`src/phvc_pkg.sv`:
```
`timescale 1ns / 1ps
`default_nettype none

package phvc_pkg;

	// command codes
	localparam logic [1:0] CMD_POS  = 2'd0;
	localparam logic [1:0] CMD_TGT  = 2'd1;
	localparam logic [1:0] CMD_TICK = 2'd2;

	// register indexes
	localparam logic [1:0] REG_GAIN     = 2'd0;
	localparam logic [1:0] REG_HSPEED   = 2'd1;
	localparam logic [1:0] REG_TOL      = 2'd2;
	localparam logic [1:0] REG_DEADBAND = 2'd3;

	localparam int GAIN_W = 23;
	localparam int TOL_W  = 17;
	localparam int CFG_W  = 23;

	localparam logic [GAIN_W-1:0] GAIN_RST     = 23'd131072;
	localparam logic [GAIN_W-1:0] HSPEED_RST   = 23'd131072;
	localparam logic [TOL_W-1:0]  TOL_RST      = 17'd6554;
	localparam logic [TOL_W-1:0]  DEADBAND_RST = 17'd655;

	typedef struct packed {
		logic [1:0]         command;
		logic signed [31:0] pos_x;
		logic signed [31:0] pos_y;
		logic signed [31:0] pos_z;
	} in_word_t;

	typedef struct packed {
		logic signed [31:0] vel_x;
		logic signed [31:0] vel_y;
		logic signed [31:0] vel_z;
		logic               arrived;
	} out_word_t;

	typedef struct packed {
		logic [GAIN_W-1:0] gain;
		logic [GAIN_W-1:0] hspeed_lim;
		logic [TOL_W-1:0]  tol;
		logic [TOL_W-1:0]  deadband;
	} cfg_t;

	typedef logic signed [2:0][31:0] vec3_t;

endpackage

`default_nettype wire

```
`src/phvc_core.sv`:
```
`timescale 1ns / 1ps
`default_nettype none

// Tick sequencer: one shared multiplier plus restoring shift/subtract steps for
// the square root and the divides, which share the rem/root/shift registers.
module phvc_core (
	input  wire logic              clk,
	input  wire logic              arst_n,
	input  wire logic              start,
	input  wire phvc_pkg::vec3_t   tgt,
	input  wire phvc_pkg::vec3_t   pos,
	input  wire phvc_pkg::cfg_t    cfg,
	output logic                   idle,
	output logic                   done,
	input  wire logic              ack,
	output phvc_pkg::out_word_t    result
);

	localparam logic [3:0] ST_IDLE = 4'd0;
	localparam logic [3:0] ST_ERR  = 4'd1;
	localparam logic [3:0] ST_CHK  = 4'd2;
	localparam logic [3:0] ST_MULV = 4'd3;
	localparam logic [3:0] ST_VSAT = 4'd4;
	localparam logic [3:0] ST_SQX  = 4'd5;
	localparam logic [3:0] ST_SQY  = 4'd6;
	localparam logic [3:0] ST_SUM  = 4'd7;
	localparam logic [3:0] ST_CMP  = 4'd8;
	localparam logic [3:0] ST_SQRT = 4'd9;
	localparam logic [3:0] ST_DIVM = 4'd10;
	localparam logic [3:0] ST_DIVL = 4'd11;
	localparam logic [3:0] ST_DIV  = 4'd12;
	localparam logic [3:0] ST_DONE = 4'd13;

	logic [3:0]       state_q;
	logic [1:0]       axis_q;
	logic [4:0]       cnt_q;
	logic [2:0][32:0] errmag_q;
	logic [2:0]       errneg_q;
	logic [2:0]       dead_q;
	logic             near_q;
	logic [2:0][31:0] vmag_q;
	logic [2:0]       vneg_q;
	logic             arrived_q;
	logic [64:0]      prod_q;
	logic [63:0]      acc_q;
	logic [63:0]      sh_q;
	logic [34:0]      rem_q;
	logic [31:0]      root_q;
	logic [31:0]      h_q;

	// shared multiplier operands
	logic [32:0] mul_a;
	logic [31:0] mul_b;

	always_comb begin
		mul_a = '0;
		mul_b = '0;
		case (state_q)
			ST_MULV: begin
				mul_a = errmag_q[axis_q];
				mul_b = {9'd0, cfg.gain};
			end
			ST_SQX: begin
				mul_a = {1'b0, vmag_q[0]};
				mul_b = vmag_q[0];
			end
			ST_SQY: begin
				mul_a = {1'b0, vmag_q[1]};
				mul_b = vmag_q[1];
			end
			ST_SUM: begin
				mul_a = {10'd0, cfg.hspeed_lim};
				mul_b = {9'd0, cfg.hspeed_lim};
			end
			ST_DIVM: begin
				mul_a = {1'b0, vmag_q[axis_q]};
				mul_b = {9'd0, cfg.hspeed_lim};
			end
			default: begin
				mul_a = '0;
				mul_b = '0;
			end
		endcase
	end

	always_ff @(posedge clk) begin
		prod_q <= mul_a * mul_b;
	end

	// error of the selected axis
	logic [32:0] diff;
	logic [32:0] dmag;
	assign diff = {tgt[axis_q][31], tgt[axis_q]} - {pos[axis_q][31], pos[axis_q]};
	assign dmag = diff[32] ? (33'd0 - diff) : diff;

	// rounded axis velocity and its saturation limit
	logic [55:0] rnd;
	logic [39:0] qv;
	logic [39:0] vlim;
	assign rnd  = prod_q[55:0] + 56'h8000;
	assign qv   = rnd[55:16];
	assign vlim = errneg_q[axis_q] ? 40'h0080000000 : 40'h007fffffff;

	// square root step: two bits of S per cycle
	logic [34:0] sq_rem2;
	logic [34:0] sq_trial;
	logic        sq_ge;
	logic [31:0] sq_root_nx;
	assign sq_rem2    = {rem_q[32:0], sh_q[63:62]};
	assign sq_trial   = {1'b0, root_q, 2'b01};
	assign sq_ge      = (sq_rem2 >= sq_trial);
	assign sq_root_nx = {root_q[30:0], sq_ge};

	// divide step: one quotient bit per cycle
	logic [32:0] dv_rem2;
	logic        dv_ge;
	logic [32:0] dv_diff;
	logic [31:0] dv_quo_nx;
	logic [63:0] num;
	assign dv_rem2   = {rem_q[31:0], sh_q[63]};
	assign dv_ge     = (dv_rem2 >= {1'b0, h_q});
	assign dv_diff   = dv_rem2 - {1'b0, h_q};
	assign dv_quo_nx = {root_q[30:0], dv_ge};
	assign num       = prod_q[63:0] + {33'd0, h_q[31:1]};

	always_ff @(posedge clk or negedge arst_n) begin
		if (!arst_n) begin
			state_q   <= ST_IDLE;
			axis_q    <= '0;
			cnt_q     <= '0;
			near_q    <= 1'b0;
			arrived_q <= 1'b0;
		end else begin
			case (state_q)
				ST_IDLE: begin
					if (start) begin
						axis_q  <= '0;
						near_q  <= 1'b1;
						state_q <= ST_ERR;
					end
				end
				ST_ERR: begin
					if (dmag >= {16'd0, cfg.tol}) near_q <= 1'b0;
					axis_q <= (axis_q == 2'd2) ? 2'd0 : axis_q + 2'd1;
					if (axis_q == 2'd2) state_q <= ST_CHK;
				end
				ST_CHK: begin
					arrived_q <= near_q;
					state_q   <= near_q ? ST_DONE : ST_MULV;
				end
				ST_MULV: begin
					state_q <= ST_VSAT;
				end
				ST_VSAT: begin
					axis_q  <= (axis_q == 2'd2) ? 2'd0 : axis_q + 2'd1;
					state_q <= (axis_q == 2'd2) ? ST_SQX : ST_MULV;
				end
				ST_SQX: begin
					state_q <= ST_SQY;
				end
				ST_SQY: begin
					state_q <= ST_SUM;
				end
				ST_SUM: begin
					state_q <= ST_CMP;
				end
				ST_CMP: begin
					cnt_q   <= '0;
					axis_q  <= '0;
					state_q <= (sh_q > prod_q[63:0]) ? ST_SQRT : ST_DONE;
				end
				ST_SQRT: begin
					cnt_q <= cnt_q + 5'd1;
					if (cnt_q == 5'd31) state_q <= ST_DIVM;
				end
				ST_DIVM: begin
					state_q <= ST_DIVL;
				end
				ST_DIVL: begin
					cnt_q   <= '0;
					state_q <= ST_DIV;
				end
				ST_DIV: begin
					cnt_q <= cnt_q + 5'd1;
					if (cnt_q == 5'd31) begin
						axis_q  <= 2'd1;
						state_q <= (axis_q == 2'd0) ? ST_DIVM : ST_DONE;
					end
				end
				ST_DONE: begin
					if (ack) state_q <= ST_IDLE;
				end
				default: begin
					state_q <= ST_IDLE;
				end
			endcase
		end
	end

	// datapath registers
	always_ff @(posedge clk) begin
		case (state_q)
			ST_ERR: begin
				errmag_q[axis_q] <= dmag;
				errneg_q[axis_q] <= diff[32];
				dead_q[axis_q]   <= (dmag < {16'd0, cfg.deadband});
			end
			ST_CHK: begin
				if (near_q) begin
					vmag_q <= '0;
					vneg_q <= '0;
				end
			end
			ST_VSAT: begin
				vneg_q[axis_q] <= errneg_q[axis_q];
				if (dead_q[axis_q]) vmag_q[axis_q] <= '0;
				else if (qv > vlim) vmag_q[axis_q] <= vlim[31:0];
				else vmag_q[axis_q] <= qv[31:0];
			end
			ST_SQY: begin
				acc_q <= prod_q[63:0];
			end
			ST_SUM: begin
				sh_q <= acc_q + prod_q[63:0];
			end
			ST_CMP: begin
				rem_q  <= '0;
				root_q <= '0;
			end
			ST_SQRT: begin
				rem_q  <= sq_ge ? (sq_rem2 - sq_trial) : sq_rem2;
				root_q <= sq_root_nx;
				sh_q   <= {sh_q[61:0], 2'b00};
				if (cnt_q == 5'd31) h_q <= sq_root_nx;
			end
			ST_DIVL: begin
				rem_q  <= {3'd0, num[63:32]};
				sh_q   <= {num[31:0], 32'd0};
				root_q <= '0;
			end
			ST_DIV: begin
				rem_q  <= {2'd0, (dv_ge ? dv_diff : dv_rem2)};
				root_q <= dv_quo_nx;
				sh_q   <= {sh_q[62:0], 1'b0};
				if (cnt_q == 5'd31) vmag_q[axis_q] <= dv_quo_nx;
			end
			default: begin
			end
		endcase
	end

	assign idle = (state_q == ST_IDLE);
	assign done = (state_q == ST_DONE);

	assign result.vel_x   = vneg_q[0] ? (32'sd0 - $signed(vmag_q[0])) : $signed(vmag_q[0]);
	assign result.vel_y   = vneg_q[1] ? (32'sd0 - $signed(vmag_q[1])) : $signed(vmag_q[1]);
	assign result.vel_z   = vneg_q[2] ? (32'sd0 - $signed(vmag_q[2])) : $signed(vmag_q[2]);
	assign result.arrived = arrived_q;

endmodule

`default_nettype wire

```
`src/position_hold_velocity_controller_top.sv`:
```
`timescale 1ns / 1ps
`default_nettype none

// Update words are accepted whenever the core is idle. A tick gives its output word
// once the core finishes: directly when arrived, after the velocity and clamp test
// without the clamp, and with it after a 32-step square root, then a 32-step divide
// for x and for y; in_ready stays low until the word is loaded into the output register.
// arst_n clears positions, target, the initialized flag and out_valid; the
// configuration registers return to their default values.
module position_hold_velocity_controller_top (
	input  wire logic                       clk,
	input  wire logic                       arst_n,
	input  wire logic                       in_valid,
	output logic                            in_ready,
	input  wire phvc_pkg::in_word_t         in_word,
	output logic                            out_valid,
	input  wire logic                       out_ready,
	output phvc_pkg::out_word_t             out_word,
	input  wire logic                       cfg_we,
	input  wire logic [1:0]                 cfg_idx,
	input  wire logic [phvc_pkg::CFG_W-1:0] cfg_wdata
);

	// configuration registers
	phvc_pkg::cfg_t cfg_q;

	always_ff @(posedge clk or negedge arst_n) begin
		if (!arst_n) begin
			cfg_q.gain       <= phvc_pkg::GAIN_RST;
			cfg_q.hspeed_lim <= phvc_pkg::HSPEED_RST;
			cfg_q.tol        <= phvc_pkg::TOL_RST;
			cfg_q.deadband   <= phvc_pkg::DEADBAND_RST;
		end else if (cfg_we) begin
			case (cfg_idx)
				phvc_pkg::REG_GAIN:     cfg_q.gain       <= cfg_wdata;
				phvc_pkg::REG_HSPEED:   cfg_q.hspeed_lim <= cfg_wdata;
				phvc_pkg::REG_TOL:      cfg_q.tol        <= cfg_wdata[phvc_pkg::TOL_W-1:0];
				phvc_pkg::REG_DEADBAND: cfg_q.deadband   <= cfg_wdata[phvc_pkg::TOL_W-1:0];
				default: begin
				end
			endcase
		end
	end

	// position / target state
	phvc_pkg::vec3_t pos_q;
	phvc_pkg::vec3_t tgt_q;
	logic            init_q;
	phvc_pkg::vec3_t in_vec;

	logic core_idle;
	logic core_done;
	logic core_ack;
	logic accept;
	logic tick_start;
	phvc_pkg::out_word_t core_res;

	assign in_vec     = {in_word.pos_z, in_word.pos_y, in_word.pos_x};
	assign in_ready   = core_idle;
	assign accept     = in_valid && in_ready;
	// a tick before the first position update is dropped with no word out
	assign tick_start = accept && (in_word.command == phvc_pkg::CMD_TICK) && init_q;

	always_ff @(posedge clk or negedge arst_n) begin
		if (!arst_n) begin
			pos_q  <= '0;
			tgt_q  <= '0;
			init_q <= 1'b0;
		end else if (accept) begin
			case (in_word.command)
				phvc_pkg::CMD_POS: begin
					pos_q <= in_vec;
					// first fix also becomes the hold point
					if (!init_q) begin
						tgt_q  <= in_vec;
						init_q <= 1'b1;
					end
				end
				phvc_pkg::CMD_TGT: begin
					tgt_q <= in_vec;
				end
				default: begin
				end
			endcase
		end
	end

	phvc_core u_core (
		.clk    (clk),
		.arst_n (arst_n),
		.start  (tick_start),
		.tgt    (tgt_q),
		.pos    (pos_q),
		.cfg    (cfg_q),
		.idle   (core_idle),
		.done   (core_done),
		.ack    (core_ack),
		.result (core_res)
	);

	// output register: the core parks in its done state until the word can be loaded
	logic                out_valid_q;
	phvc_pkg::out_word_t out_word_q;

	assign core_ack = core_done && (!out_valid_q || out_ready);

	always_ff @(posedge clk or negedge arst_n) begin
		if (!arst_n) begin
			out_valid_q <= 1'b0;
		end else if (core_ack) begin
			out_valid_q <= 1'b1;
		end else if (out_ready) begin
			out_valid_q <= 1'b0;
		end
	end

	always_ff @(posedge clk) begin
		if (core_ack) out_word_q <= core_res;
	end

	assign out_valid = out_valid_q;
	assign out_word  = out_word_q;

endmodule

`default_nettype wire
```
`config.mk`:
```
export PLATFORM = sky130hd
export DESIGN_NAME = position_hold_velocity_controller_top
export DESIGN_NICKNAME = d
export VERILOG_FILES = /design/src/phvc_pkg.sv /design/src/phvc_core.sv /design/src/position_hold_velocity_controller_top.sv
export SDC_FILE = /design/constraint.sdc
export NUM_CORES = 2
export LEC_CHECK = 0
export ABC_AREA = 1
export BUFFER_PORTS_ARGS = -buffer_cell sky130_fd_sc_hd__buf_4
export CORE_UTILIZATION = 35
export CTS_CLUSTER_SIZE = 16
export DETAILED_ROUTE_END_ITERATION = 8
export GPL_ROUTABILITY_DRIVEN = 0
export PLACE_DENSITY = 0.49
export SLEW_MARGIN = 20
export SYNTH_ARGS = -nofsm -noshare
export SYNTH_HDL_FRONTEND = slang
export SYNTH_SLANG_ARGS = --single-unit
export TNS_END_PERCENT = 50
```
`constraint.sdc`:
```
create_clock -name clk -period 10.09 [get_ports clk]
set_input_delay 1.5135 -clock clk [delete_from_list [all_inputs] [get_ports clk]]
set_output_delay 1.5135 -clock clk [all_outputs]
set_load 0.005 [all_outputs]
```
Yosys cells after proc, flatten, opt, wreduce, memory -nomap -nowiden:

Cells that the tools add are included.

* reductions and logical operators: 37
* eq/ne operators: 28
* $mul: 1
* order comparisons: 8
* bitwise gates (word level): 2
* muxes and demuxes: 66
* add/subtract/negate cells: 12

Operator list (number)
* $mux W96: 5
* $bwmux W96: 3
* $pmux W96 S3: 1
* $mux W32: 8
* $pmux W64 S4: 1
* $bmux W32 S2: 3
* $pmux W96 S2: 1
* $mux W33: 5
* $pmux W33 S5: 1
* $pmux W33 S4: 1
* $pmux W32 S4: 1
* $bwmux W99: 1
* $and A96 B96 Y96: 1
* $not A96 Y96: 1
* $pmux W32 S3: 1
* $sub A1 B32 Y32 const A: 3
* $bmux W33 S2: 1
* $demux W33 S2: 1
* $add A64 B31 Y64: 1
* $add A64 B64 Y64: 1
* $demux W32 S2: 1
* $gt A64 B64 Y1: 1
* $mul A33 B32 Y64: 1
* $add A56 B16 Y56 const B: 1
* other kinds (46): 109

* word-level logic and storage cells: 190
* register bits: 877

Depth between registers and ports, before layout:

* depth after elaboration: 8
* mapped depth: 42

By module:

From an unflattened synthesis, not the netlist that was laid out.

* cell total of the unflattened synthesis: 11949
* area, all modules: 92448.7 um2

Modules (own cells, without submodules)
* phvc_core: sequential area each 14488.9 um2, times used 1, area each 78985.8 um2, cells an instance 10725
* position_hold_velocity_controller_top: sequential area each 9788.1 um2, times used 1, area each 13462.9 um2, cells an instance 1224

Least setup slack after synthesis:

OpenSTA, ideal clock, no wires.

* path type: register -> register
* start point: register u_core.state_q[0]
* end point: register u_core.prod_q[56]
* path buffers: 3
* arrival: 10904 ps
* library setup time: 119 ps
* data required time: 9971 ps
* setup slack: -933 ps
* stages on the path, launching flop included: 37
* cell sequence: dfrtp_1 > nor2_1 > inv_1 > nor2_1 > inv_1 > clkbuf_1 > buf_1 > o22ai_1 > a221o_1 > clkbuf_1 > nand2_1 > fa_1 > inv_1 > fa_1 > inv_1 > fa_1 > fa_1 > inv_1 > fa_1 > fa_1 > fa_1 > inv_1 > fa_1 > inv_1 > ha_1 > nand2_1 > nor2_1 > nand2_1 > nor4_1 > a21oi_1 > o21ai_0 > nand3_1 > nand2_1 > nand3_1 > o211ai_1 > a21oi_1 > xnor2_1

* cells in the longest elaborated chain, start to end: 4
* elaborated cells on any way between the ends: 9

Ends and longest elaborated chain
* start: declaration: line phvc_core.sv:34 `logic [3:0] state_q;`
* start signal: assignment: line phvc_core.sv:149 `state_q <= near_q ? ST_DONE : ST_MULV;`
* start signal: assignment: line phvc_core.sv:156 `state_q <= (axis_q == 2'd2) ? ST_SQX : ST_MULV;`
* start signal: assignment: line phvc_core.sv:170 `state_q <= (sh_q > prod_q[63:0]) ? ST_SQRT : ST_DONE;`
* $eq A4 B3 Y1 / $eq A4 B4 Y1 (equally long branches): line phvc_core.sv:58 `case (state_q)`
* $reduce_or A2 Y1 (no line)
* $pmux W32 S4: line phvc_core.sv:58
* $mul A33 B32 Y64 (*): line phvc_core.sv:87 `prod_q <= mul_a * mul_b;`
* end signal: assignment: line phvc_core.sv:87
* end: declaration: line phvc_core.sv:44 `logic [64:0] prod_q;`

Every way passes the cells marked *; elsewhere a longest branch is shown, timed or not.
A chain may end at the register's enable or synchronous reset.

Worst setup path in the final report:

* start point: register u_core.state_q[0]
* end point: register u_core.prod_q[61]

Same word-level chain as after synthesis.

==> impl_metrics.py <==
metrics = {
    "synthesis": {
        "flop_and_latch_count_out_of_synthesis": 877,
        "synth_warnings": 0,
        "netlist_instances": 11400,
        "syn-mean-instance-area_um2": 7.94,
        "synthArstFlopShare_pct": 32.7,
        "ys_top_cells_by_area": "sky130_fd_sc_hd__fa_1, sky130_fd_sc_hd__edfxtp_1, sky130_fd_sc_hd__nand2_1",
        "syn_area_um2": 90500,
        "synth.distinct_cells": 71,
        "netlist.area_leader.share_pct": 20.5,
        "synth_edf_count": 526,
        "ys_seq_area_share_pct": 26.8,
        "synth-main-ff-cell": "sky130_fd_sc_hd__edfxtp_1",
        "synth_top_cell_by_area": "sky130_fd_sc_hd__fa_1",
    },
    "critical_path": {
        "startpoint_types": "flop",
        "worst-endpoint-arrival_ps": 10170,
        "cp_data_required_time_ps": 10750,
        "critical_path.reg2reg.startpoint": "u_core.state_q[0]",
        "critical-path-max-stage-delay_ps": 560,
        "worst_path_max_delay_cell": "sky130_fd_sc_hd__fa_1",
        "criticalPathCategory": "flop to flop",
        "critical_path.endpoint_type": "flop",
        "critPathLaunch": "u_core.state_q[0]",
        "critical_path.max_fanout": 20,
    },
    "pwr": {
        "totalPowerFinal_mw": 27.9,
        "leak_pwr_nw": 51.7,
        "power.density_cell_area_nw_per_um2": 277,
        "max-vdd-ir-drop_mv": 0.353,
    },
    "place": {
        "placed_cell_area_um2": 97300,
        "pre_cts_slack_ps": 593,
        "placement.io_buffers": 226,
        "placedCellCount": 14800,
        "place.detailed.hpwl_um": 272000,
    },
    "detailed_routing": {
        "ant_nets": 0,
        "route.detailed.drc": 0,
        "route.detailed.wl_per_inst_um": 22.9,
        "drt_wl_total_um": 343000,
        "detail_route.vias_per_cell": 5.23,
        "drt_pre_antenna_iters": 8,
        "detailedRoute.firstIterationViolations": 7791,
        "routed-via-count": 78400,
    },
    "clocking": {
        "cts_tree": "done",
        "number_of_hold_buffers_added_after_cts": 0,
        "total_number_of_h_tree_levels": 3,
        "clk_transition_reported_paths_ps": 70,
        "clock_latency_ps": 760,
        "cts_inserted_buffers": 98,
        "max-clock-path-buffers": 3,
        "tritoncts_num_sinks": 877,
        "root_buffer": "sky130_fd_sc_hd__clkbuf_16",
    },
    "timing": {
        "finalWorstPathRequiredPeriod_ps": 9510,
        "hold_violations": 0,
        "final_max_slew_viol_count": 0,
        "finalSetupTns_ps": 0,
        "achievable_clock_frequency_mhz": 105,
        "final.period_utilization_pct": 94.2,
        "final-setup-viol-count": 0,
        "maxSlewHeadroom_pct": 27.2,
        "worst_pin_slew_ps": 1090,
        "final.setup.worst_slack_ps": 585,
        "finClkSkew_ps": 64.6,
        "setup_repair_after_global_routing_missed_its_margin": "no",
    },
    "floorplan": {
        "io_pins": 227,
        "floorplan.core_area_um2": 257000,
        "placementRows": 186,
        "initial_core_util_pct": 35.2,
        "dieWidth_um": 511,
        "floorplan.die.height_um": 511,
        "fp.dieArea_um2": 261000,
    },
    "global_route": {
        "grt_start_max_net_pins": 119,
        "wire_length_of_the_first_global_routing_pass_um": 511000,
        "grt_remaining_overflow": 0,
        "global_route.usage.total_pct": 26.3,
        "antenna_violations_before_repair": 18,
        "vias_in_the_first_global_route": 79200,
    },
    "final_layout": {
        "filler_cell_count": 26700,
        "final_design_area_no_fill_um2": 101000,
        "seq_area_um2": 24300,
        "mostFrequentLayoutCells": "sky130_fd_sc_hd__nand2_1, sky130_fd_sc_hd__inv_1, sky130_fd_sc_hd__fa_1",
        "fin_nets": 13100,
        "multiInputGateArea_um2": 55300,
        "layout.cells.most_common": "sky130_fd_sc_hd__nand2_1",
        "syn_to_final_growth_pct": 11.2,
        "final_cells": 15000,
        "final_layout_size_suffix_gt1_share_pct": 6.20,
    },
    "run_status": {
        "outcome": "complete, no violations",
    },
    "worst_hold_path": {
        "worst_hold_startpoint": "pos_q[3]",
        "holdCritPathClass": "flop to flop",
    },
    "run": {
        "cap_viol_max_count": 0,
    },
}
## synth_stat cells (all sizes together), types with 23 or more instances
master,count
nor4,32
o21ai,784
nand3,285
xor2,224
dfrtp,272
nand4,90
a221oi,23
a22o,25
nor2,588
or2,23
o211ai,44
clkbuf,393
ha,586
o21bai,26
dfxtp,64
a22oi,151
nor3,107
xnor2,80
o221ai,42
o22ai,58
a21oi,564
fa,929
edfxtp,526
nand2,2672
a31oi,75
buf,46
inv,2526
## worst paths after layout
path                                      to  slack (ps)  cells after the start
max                        u_core.prod_q[61]         580                     33
min                                 pos_q[3]         480                      2
max reg2reg                u_core.prod_q[61]         580                     33
min reg2reg                         pos_q[3]         480                      2
max in group asynchronous          pos_q[77]        7110                      3
min in group asynchronous          tgt_q[32]         850                      1
## state kept, by name, summed over array words and instances (netlist names), 4 cells and up
signal,count
u_core.state_q,4
u_core.cnt_q,5
u_core.vmag_q,96
u_core.root_q,32
u_core.h_q,32
cfg_q,80
pos_q,96
u_core.errmag_q,99
u_core.prod_q,64
out_word,97
u_core.rem_q,33
tgt_q,96
u_core.sh_q,64
u_core.acc_q,64
## repair_timing
action	in CTS	in global routing
resized for setup	0	1
hold endpoints to repair	0	0
endpoints found under the setup margin	0	1
setup buffers	0	3
## report_power, final
group	total [mW]	internal, mW	switching (mW)
Combinational	17.7	5.32	12.3
Clock	3.75	2.10	1.65
Sequential	6.49	5.68	0.810
## metrics by stage
stage	utilization, %	hold slack (ps)
6_report	39.2	484
4_1_cts	39.1	488
5_1_grt	39.2	498
2_1_floorplan	-	426
3_5_place_dp	37.9	473
3_3_place_gp	37.8	465
## metal layers
metal | track usage [%] | vias up | routed length, um
met5 | 0 | - | 53
met4 | 13.2 | 8 | 20200
met3 | 4.07 | 699 | 25800
met2 | 41.7 | 3106 | 154000
met1 | 35.0 | 38500 | 144000
li1 | - | 36100 | -
## worst max-delay path, delay by kind of cell (launching register included)
kind / cells / cell delay (ps)
flip-flops: 1 / 430
buffers and inverters: 11 / 1530
AND/OR/NAND/NOR: 5 / 880
XOR/XNOR: 1 / 230
adder cells (fa/ha/maj): 9 / 4430
AO/OA/AOI/OAI: 7 / 1890
## logic make-up after synthesis
| family | share of synthesized area, % |
|---|---|
| other | 0.00830 |
| AOI/OAI and AO/OA | 12.2 |
| buffers and inverters | 12.4 |
| and+or+nand+nor | 17.0 |
| xor gates and xnor gates | 2.94 |
| adders and majority gates | 28.7 |
| DFF | 26.8 |
## cell type report
| type | instances | share of cell area, % |
|---|---|---|
| tap | 3384 | 4.21 |
| clock buffer | 137 | 2.84 |
| multi-input combinational | 7558 | 55.0 |
| antenna | 7 | 0.0174 |
| inverter | 2532 | 9.45 |
| clock inverter | 49 | 0.455 |
| timing repair buffer | 438 | 3.94 |
| sequential | 877 | 24.1 |
Note: power is estimated with default switching activity, not from simulation.
